===== src/rtl/mfe_ram.sv =====
// generic single-port-write ram with registered read
// no dependencies
module mfe_ram #(
  parameter int WIDTH = 16,
  parameter int DEPTH = 16
) (
  input  logic                     clk,
  input  logic                     we,
  input  logic [$clog2(DEPTH)-1:0] waddr,
  input  logic [WIDTH-1:0]         wdata,
  input  logic [$clog2(DEPTH)-1:0] raddr,
  output logic [WIDTH-1:0]         rdata
);
  logic [WIDTH-1:0] mem [DEPTH];

  always_ff @(posedge clk) begin
    if (we) mem[waddr] <= wdata;
    rdata <= mem[raddr];
  end
endmodule


===== config.mk =====
export PLATFORM = sky130hd
export DESIGN_NAME = mfe_ram
export DESIGN_NICKNAME = d
export VERILOG_FILES = /design/src/rtl/mfe_ram.sv
export SDC_FILE = /design/constraint.sdc
export NUM_CORES = 1
export LEC_CHECK = 0
export ABC_CLOCK_PERIOD_IN_PS = 2000
export BUFFER_PORTS_ARGS = -buffer_cell sky130_fd_sc_hd__buf_2
export CAP_MARGIN = 20
export CELL_PAD_IN_SITES_DETAIL_PLACEMENT = 0
export CELL_PAD_IN_SITES_GLOBAL_PLACEMENT = 1
export CORE_MARGIN = 1
export CORE_UTILIZATION = 45
export DETAILED_ROUTE_END_ITERATION = 12
export GPL_ROUTABILITY_DRIVEN = 0
export HOLD_SLACK_MARGIN = 0.06
export PLACE_DENSITY_LB_ADDON = 0.1
export SETUP_SLACK_MARGIN = 0.3
export SYNTH_ARGS = -nofsm -noshare
export SYNTH_HDL_FRONTEND = slang
export SYNTH_SLANG_ARGS = --single-unit

===== constraint.sdc =====
create_clock -name clk -period 2 [get_ports clk]
set_input_delay 0.1 -clock clk [delete_from_list [all_inputs] [get_ports clk]]
set_output_delay 0.1 -clock clk [all_outputs]
set_load 0.01 [all_outputs]

==> results, run 1 <==
- The flow ran to the end, and the final reports show no timing, DRC or antenna violations.
- The clock reaches the later pin of the worst-skew pair after 0.53 ns.
- The via count of the first global-routing pass is 4,943.
- The highest fanout seen on the critical path is 1.
- The max-capacitance violation count is 0.
- The share of synthesized area occupied by flip-flops and latches is 0.797.
- After floorplanning, the core was sized to cover 21,800 um2.
- OpenSTA, run right after detailed placement, puts the worst setup slack at 0.366 ns.
- The total negative slack for setup checks is 0 ns.
- For the pin with the worst max-slew slack, the measured transition is 1.07 ns.
- Of the cells placed in the final design, the portion with a size suffix greater than 1 is 0.333.
- After detailed routing, the number of remaining DRC violations is 0.
- The worst path setup slack after routing is 0.655 ns.
- The total setup buffers inserted after CTS is 0.
- The remaining antenna violation count after routing is 0.
- In this run the most critical hold path is launched from raddr[3].
- The achievable frequency is 743 MHz.
- The half-perimeter wire length after detailed placement is 11,300 um.
- The nature of the critical path startpoint is a flip-flop.
- The library cells used most frequently in the layout, excluding fill and tap cells, are 256 x sky130_fd_sc_hd__edfxtp_1, 54 x sky130_fd_sc_hd__mux4_2, 40 x sky130_fd_sc_hd__buf_2, 32 x sky130_fd_sc_hd__a22oi_1, 28 x sky130_fd_sc_hd__clkbuf_16.
- The count of state elements after synthesis is 272.
- Counting cells, the worst reg-to-reg path comes to 3.
- The layer flagged by global routing as most heavily used is met2.
- The number of DRC markers in iteration 0 is 280.
- Among all flip-flop cells after synthesis, the most frequent one is sky130_fd_sc_hd__edfxtp_1.
- Entering global routing, the biggest net connects 65 pins.
- In this run, distinct cell masters in the synthesized netlist total 19.
- For this run, global-route usage on met1 was measured as 0.266.
- Data on the critical path is required at its endpoint by 2.40 ns.
- Setup violations remaining at the end of the flow were counted as 0.
- Buffers inserted during clock tree synthesis total 28.
- The per-cell via count in the routed design is 5.56.
- Summing over every cut layer, the via total after detailed routing is 4,608.
- 0 antenna diodes ended up in the layout.
- Clock-pin slew was measured on the worst setup and hold paths at 0.06 ns.
- The first detailed-routing pass took 4 iterations.
- Dividing total power by cell area gives a power density of 1020 nW/um2.
- The critical register-to-register path startpoint is mem[10][9]$_DFFE_PP_.
- The initial antenna violation count was 0.
- Counting tap cells, the placed design contains a total of 761 instances.
- The final number of hold-violating endpoints was 0.
- The overall fraction of global-route tracks in use is 0.186.
- The worst hold path passes through 4 cells.
- In this run the static leakage power is 3.94 nW.
- The largest buffer count on any clock path is 3.
- For met2 alone, demand over resource in global routing was 0.293.
- Setup repair after global routing left no endpoint under its margin.
- The number of cell rows is 54.
- The number of synthesized flops with an enable pin is 256.
- The cell count after synthesis came out at 432.
- The number of buffers inserted by port buffering is 41.
- The net count after synthesis is 458.
- The layout has 1,661 filler cells.
- In this run the number of H-tree levels came out at 1.
- The worst path in the final design needs a cycle of 1.35 ns, including I/O delays and setup.
- Excluding fillers, the count of instances in the completed layout stands at 829.
- The most frequent standard cell in the layout excluding fill and tap cells is sky130_fd_sc_hd__edfxtp_1.
- VDD sags by at most 0.649 mV.
- In the final routed layout, each cell accounts on average for 24.3 um.
- The first global-routing pass estimated 30,000 um of wire.
- The arrival time at the worst endpoint is 1.75 ns.
- The worst slew margin relative to its limit is 0.285.
- The area growth from synthesis to final layout is 18.7%.
- For this run, the number of Yosys warnings is 0.
- Of the available clock period, the critical path in the final layout requires 0.673.
- The final clock skew is 0.00984 ns.
- The die covers 22,900 um2.
- The slowest stage of the critical path belongs to the cell sky130_fd_sc_hd__mux4_1.
- The net count of the finished layout is 553.
- For met3 alone, demand over resource in global routing was 0.0235.
- For this run, the slowest stage of the critical path takes 0.50 ns.
- The worst-case hold slack is 0.195 ns.
- The destination of the worst register-to-register timing path is rdata[9]$_DFF_P_.
- After clock tree synthesis, the repair step resized 0 gates.
- The number of I/O pins is 42.
- The cell sitting at the root of the clock tree is a sky130_fd_sc_hd__clkbuf_16.
- The design draws 12.2 mW.
- The average instance in the mapped netlist occupies 23.2 um2.
- TritonCTS built the clock tree.
- For this run, asynchronously set or reset flops after synthesis account for 0.
- STA classifies the critical path endpoint as a flip-flop.
- From bottom edge to top edge, the die measures 151 um.
- The post-synthesis cell area is 10,000 um2.
- The worst setup slack for register-to-register paths is 0.65 ns.
- The signal on the critical path passes through mux4_1, a22oi_1, nand2_1.
- By startpoint and endpoint, the worst setup path is classified as reg -> reg.
- The worst hold path belongs to the class in -> reg.
- The final max-slew violation count is 0.
- The starting utilization of the core area is 0.460.
- In this run the horizontal extent of the chip is 151 um.
- Summed over all layers, the global routing overflow is 0.
- The worst-case hold path end point is rdata[13]$_DFF_P_.
- The number of clock sinks is 272.
- The aggregate routed wire length is 20,200 um.
## critical path, delay by kind of cell (launching register included)
family | cells | cell delay [ns]
multiplexers | 1 | 0.50
flip-flops | 1 | 0.35
AND/OR/NAND/NOR | 1 | 0.09
AO/OA/AOI/OAI | 1 | 0.27
## worst max-delay path by stage
stage / startpoint / to / slack [ns] / cells after the start
after floorplan: waddr[2] / mem[1][0]$_DFFE_PP_ / 0.29 / 2
after global placement: raddr[0] / rdata[9]$_DFF_P_ / 0.41 / 5
after detailed placement: raddr[0] / rdata[9]$_DFF_P_ / 0.37 / 5
after CTS: mem[10][9]$_DFFE_PP_ / rdata[9]$_DFF_P_ / 0.62 / 3
after global routing: mem[1][10]$_DFFE_PP_ / rdata[10]$_DFF_P_ / 0.58 / 3
final: mem[10][9]$_DFFE_PP_ / rdata[9]$_DFF_P_ / 0.65 / 3
## sequential cells by signal, indices dropped and copies added (netlist names)
signal,cells
mem,256
rdata,16
## per-layer routing
layer	wire length, um	up-vias
met5	0	-
met4	565	0
met3	896	38
met2	9640	116
met1	9080	2423
li1	-	2031
## final cells by class
type / count / area [um2] / share of cell area
repair buffers: 86 / 636 / 0.0533
well taps: 280 / 350 / 0.0294
flip-flops and latches: 272 / 8010 / 0.672
clock buffers: 40 / 786 / 0.0659
multi-input cells: 139 / 1990 / 0.167
clock inverters: 12 / 146 / 0.0123
## stage by stage
| step | cell area (um2) | utilization |
|---|---|---|
| after global placement | 10800 | 0.496 |
| after detailed placement | 10800 | 0.496 |
| after floorplan | 10100 | - |
| final | 11900 | 0.546 |
| after CTS | 11900 | 0.546 |
| after global routing | 11900 | 0.546 |
## cells in the mapped netlist, types with 2 or more instances
master	n	area share
sky130_fd_sc_hd__a22oi_1	32	0.024
sky130_fd_sc_hd__clkbuf_1	8	0.0030
sky130_fd_sc_hd__buf_2	3	0.0015
sky130_fd_sc_hd__edfxtp_1	256	0.77
sky130_fd_sc_hd__mux4_1	10	0.026
sky130_fd_sc_hd__mux4_2	54	0.12
sky130_fd_sc_hd__nor2b_1	2	0.0012
sky130_fd_sc_hd__nand3b_1	2	0.0015
sky130_fd_sc_hd__buf_4	3	0.0022
sky130_fd_sc_hd__nand2b_1	2	0.0012
sky130_fd_sc_hd__dfxtp_1	16	0.032
sky130_fd_sc_hd__buf_1	3	0.0011
sky130_fd_sc_hd__buf_6	4	0.0045
sky130_fd_sc_hd__nand2_1	17	0.0064
sky130_fd_sc_hd__nor2_1	13	0.0049
sky130_fd_sc_hd__nor3_1	4	0.0020
## power by group
group / switching (mW) / internal (mW) / leakage (nW)
sequential: 0.0346 / 6.37 / 2.45
combinational: 0.337 / 0.267 / 1.04
clock: 2.06 / 3.12 / 0.454
total: 2.43 / 9.76 / 3.94
## kinds of logic (layout without fill, tap and decap cells)
group           after synthesis  after routing  share of synthesized area
flops                       272            272                      0.797
mux                          64             64                      0.147
simple gates                 43             43                     0.0192
compound gates               32             32                     0.0239
buf+inv                      21            138                     0.0123
## what timing repair did
action | 4_1_cts | 5_1_grt
endpoints found under the setup margin | 0 | 0
hold buffers | 16 | 0
endpoints found under the hold margin | 256 | 0
Note: power is estimated with default switching activity, not from simulation.
==> run 2: changes to the inputs <==
--- a/config.mk
+++ b/config.mk
@@ -5,7 +5,7 @@
 export SDC_FILE = /design/constraint.sdc
 export NUM_CORES = 1
 export LEC_CHECK = 0
-export ABC_CLOCK_PERIOD_IN_PS = 2000
+export ABC_CLOCK_PERIOD_IN_PS = 1170
 export BUFFER_PORTS_ARGS = -buffer_cell sky130_fd_sc_hd__buf_2
 export CAP_MARGIN = 20
 export CELL_PAD_IN_SITES_DETAIL_PLACEMENT = 0
==> constraint.sdc (replaced) <==
create_clock -name clk -period 1.17 [get_ports clk]
set_input_delay 0.0585 -clock clk [delete_from_list [all_inputs] [get_ports clk]]
set_output_delay 0.0585 -clock clk [all_outputs]
set_load 0.01 [all_outputs]
==> run 2 against run 1 <==
Compared with the run above:
- the flow now finishes with violations (negative setup slack)
- register-to-register slack got worse by 0.73 ns
- flip-flop and latch count did not move
- critical path depth did not move
- cell count rose by 1.6%
- global-route usage rose by 0.45 points
- sequential power rose by 72%
- clock skew rose by 0.0057 ns
- first-iteration DRC count rose by 11%
- sequential share of layout area fell by 2.6 points
- power rose by 70%
==> results, run 2 (synthesis gave the netlist of run 1 again) <==
- The worst register-to-register path has a setup slack of -0.07 ns.
- Setup violations remaining at the end of the flow were counted as 16.
- Detailed routing inserted a total of 4,662 vias.
- The number of I/O pins is 42.
- The number of clock buffers added by TritonCTS is 28.
- The share of total power in sequential cells is 0.528.
- The largest buffer count on any clock path is 3.
- For this design the total switching power over the nets is 4.23 mW.
- The H-tree level count is 1.
- The via count of the first global-routing pass came to 4,905.
- Final hold analysis gives a worst-case slack of 0.147 ns.
- The power density of the placed cells is 1670 nW/um2.
- The internal power is 16.5 mW.
- From synthesis to final layout, the design area changed by 23.7%.
- The worst slew margin relative to its limit is 0.182.
- The flow ran to the end, but the final reports show violations.
- The largest delay contributor family on the critical path is multiplexers.
- The slowest stage of the critical path is the sky130_fd_sc_hd__mux4_2 cell.
- The startpoint of the worst setup timing path is mem[3][2]$_DFFE_PP_.
- The top cell types in the final layout, fill and taps aside, are 256 x sky130_fd_sc_hd__edfxtp_1, 64 x sky130_fd_sc_hd__mux4_2, 29 x sky130_fd_sc_hd__clkbuf_16, 29 x sky130_fd_sc_hd__buf_2, 24 x sky130_fd_sc_hd__buf_12.
- In this run the critical register-to-register path is launched from mem[3][2]$_DFFE_PP_.
- Setup repair after global routing could not meet its margin everywhere.
- The width of the die is 151 um.
- The height of the die is 151 um.
- The clock tree from TritonCTS is yes.
- For this run, the total global-route usage over all layers was measured as 0.191.
- The first global-routing pass estimated 30,600 um of wire.
- The max-capacitance violation count is 0.
- The cell area after layout is 12,400 um2.
- On the final layout, the worst clock skew is 0.0155 ns.
- Of all nets on the critical path, the largest fanout is 1.
- For the pin with the worst max-slew slack, the measured transition is 1.22 ns.
- The detailed-routing iteration count for the pre-antenna-repair pass is 4.
- Setup total negative slack on the finished layout was measured at -0.622 ns.
- The analysis attributes to cell leakage a power of 4.06 nW.
- The endpoint class of the critical path is a flip-flop.
- The number of cells on the worst reg-to-reg path is 3.
- The worst-case hold path end point is rdata[0]$_DFF_P_.
- The switching power share of the total is 0.204.
- The count of buffers added on input and output ports is 41.
- The aggregate routed wire length is 20,600 um.
- The ratio of cells with drive above 1 in the final layout is 0.416.
- The final number of hold-violating endpoints is 0.
- At the later pin of the worst-skew pair, clock insertion delay measures 0.53 ns.
- 0 antenna diodes ended up in the layout.
- The core footprint is 21,800 um2.
- For this run, the share of the core covered by cells in the final layout is 0.569.
- The clock group share of total power is 0.412.
- Ranked by flip-flop count, first place goes to mem.
- Prior to clock tree synthesis, the placed netlist has a worst setup slack of -0.336 ns.
- The die covers 22,900 um2.
- The worst hold path belongs to the class in -> reg.
- Counting instances, the worst hold path has a depth of 5.
- For the worst setup path, the data arrival time is 1.66 ns.
- The detail route stage leaves a number of antenna-violating nets equal to 0.
- The worst path setup slack after routing is -0.0731 ns.
- The initial antenna violation count is 0.
- The half-perimeter wire length after detailed placement is 11,300 um.
- The period utilization is 1.06.
- The final max-slew violation count is 0.
- Excluding fillers, the count of instances in the completed layout stands at 842.
- The nature of the critical path startpoint is a flip-flop.
- Leaving out fill and tap cells, the most frequent cell in the layout is sky130_fd_sc_hd__edfxtp_1.
- The largest single stage delay on the critical path is 0.50 ns.
- The clock slew at the register clock pins of the worst setup and hold paths is 0.06 ns.
- The peak supply drop is 1.23 mV.
- In the final layout, the registers with the most flip-flops are mem (256), rdata (16).
- Entering global routing, the biggest net connects 37 pins.
- The startpoint of the worst hold path is raddr[3].
- In the final routed layout, each cell accounts on average for 24.5 um.
- The destination of the worst register-to-register timing path is rdata[2]$_DFF_P_.
- The post-layout minimum cycle time is 1.24 ns.
- For the worst setup path, the data required time is 1.59 ns.
- The number of placed instances, taps included, is 774.
- The register with the most flip-flops in the layout has 256 of them.
- The fraction of power consumed by combinational cells is 0.060.
- In this run, the number of DRC markers left after iteration 0 of detailed routing was 311.
- The initial utilization of the core area, before any placement, comes to 0.460.
- The kind of critical path is reg -> reg.
- The floorplan has 54 rows.
- The net count of the finished layout is 566.
- The residual DRC count is 0.
- The completed layout was analyzed and its total power is 20.8 mW.
- Counting both buffers and inverters, the worst setup path holds a total of 0.
- The total congestion overflow after global routing is 0.
- The number of clock sinks is 272.
- Based on the critical path, the design can be clocked at up to 804 MHz.
- The checks that failed: negative setup slack.
- In the routed layout, each cell is associated on average with a via count of 5.54.
- The buffer type at the clock tree root is sky130_fd_sc_hd__clkbuf_16.
- The placement-stage cell area is 11,200 um2.
- Traced cell by cell, the critical path runs through mux4_2, a22oi_2, nand2_1.
run 2: cell types whose count changed in the layout (fill, tap and decap cells not counted), moves of 10 or more:
cell,change
sky130_fd_sc_hd__buf_12,+20
sky130_fd_sc_hd__mux4_2,+10
sky130_fd_sc_hd__dfxtp_2,+11
sky130_fd_sc_hd__dfxtp_1,-11
sky130_fd_sc_hd__buf_2,-11
sky130_fd_sc_hd__nor2_4,+12
sky130_fd_sc_hd__a22oi_2,+12
sky130_fd_sc_hd__nor2_2,-13
sky130_fd_sc_hd__a22oi_1,-12
sky130_fd_sc_hd__mux4_1,-10
sky130_fd_sc_hd__buf_6,+11
run 2: layout make-up:
class | count | area, um2
fill | 1626 | 9400
sequential | 272 | 8020
multi-input combinational | 139 | 2110
timing repair buffer | 99 | 1050
clock buffer | 35 | 758
tap | 280 | 350
clock inverter | 17 | 138
run 2: layer usage:
metal	routed length (um)	global-route usage	vias up
li1	-	-	2053
met1	8860	0.265	2470
met2	10300	0.317	117
met3	1210	0.0307	22
met4	237	0.0455	0
met5	0	0	-
run 2: timing repair:
action                                  CTS  global route
hold buffers                             16             0
resized for setup                        17            18
hold endpoints to repair                256             0
setup buffers                             0             0
pin swaps                                 4             0
endpoints found under the setup margin   32            32
run 2: power groups by stage:
stage	clock network (mW)	registers, mW	logic, mW
global placement	0	11.2	1.12
global route	9.06	11.0	1.34
floorplan	0	11.2	0.602
CTS	8.75	11.0	1.22
detailed placement	0	11.2	1.14
finish	8.56	11.0	1.24
run 2: worst max path at each step:
stage                                endpoint  depth (start not counted)
final                        rdata[2]$_DFF_P_                          3
after detailed placement     rdata[2]$_DFF_P_                          5
after global routing        rdata[14]$_DFF_P_                          3
after global placement       rdata[2]$_DFF_P_                          5
after floorplan           mem[0][0]$_DFFE_PP_                          2
after CTS                    rdata[2]$_DFF_P_                          3
run 2: worst register-to-register path, stage by stage (launching register included):
cell,delay (ns)
sky130_fd_sc_hd__edfxtp_1,0.37
sky130_fd_sc_hd__mux4_2,0.50
sky130_fd_sc_hd__a22oi_2,0.18
sky130_fd_sc_hd__nand2_1,0.08
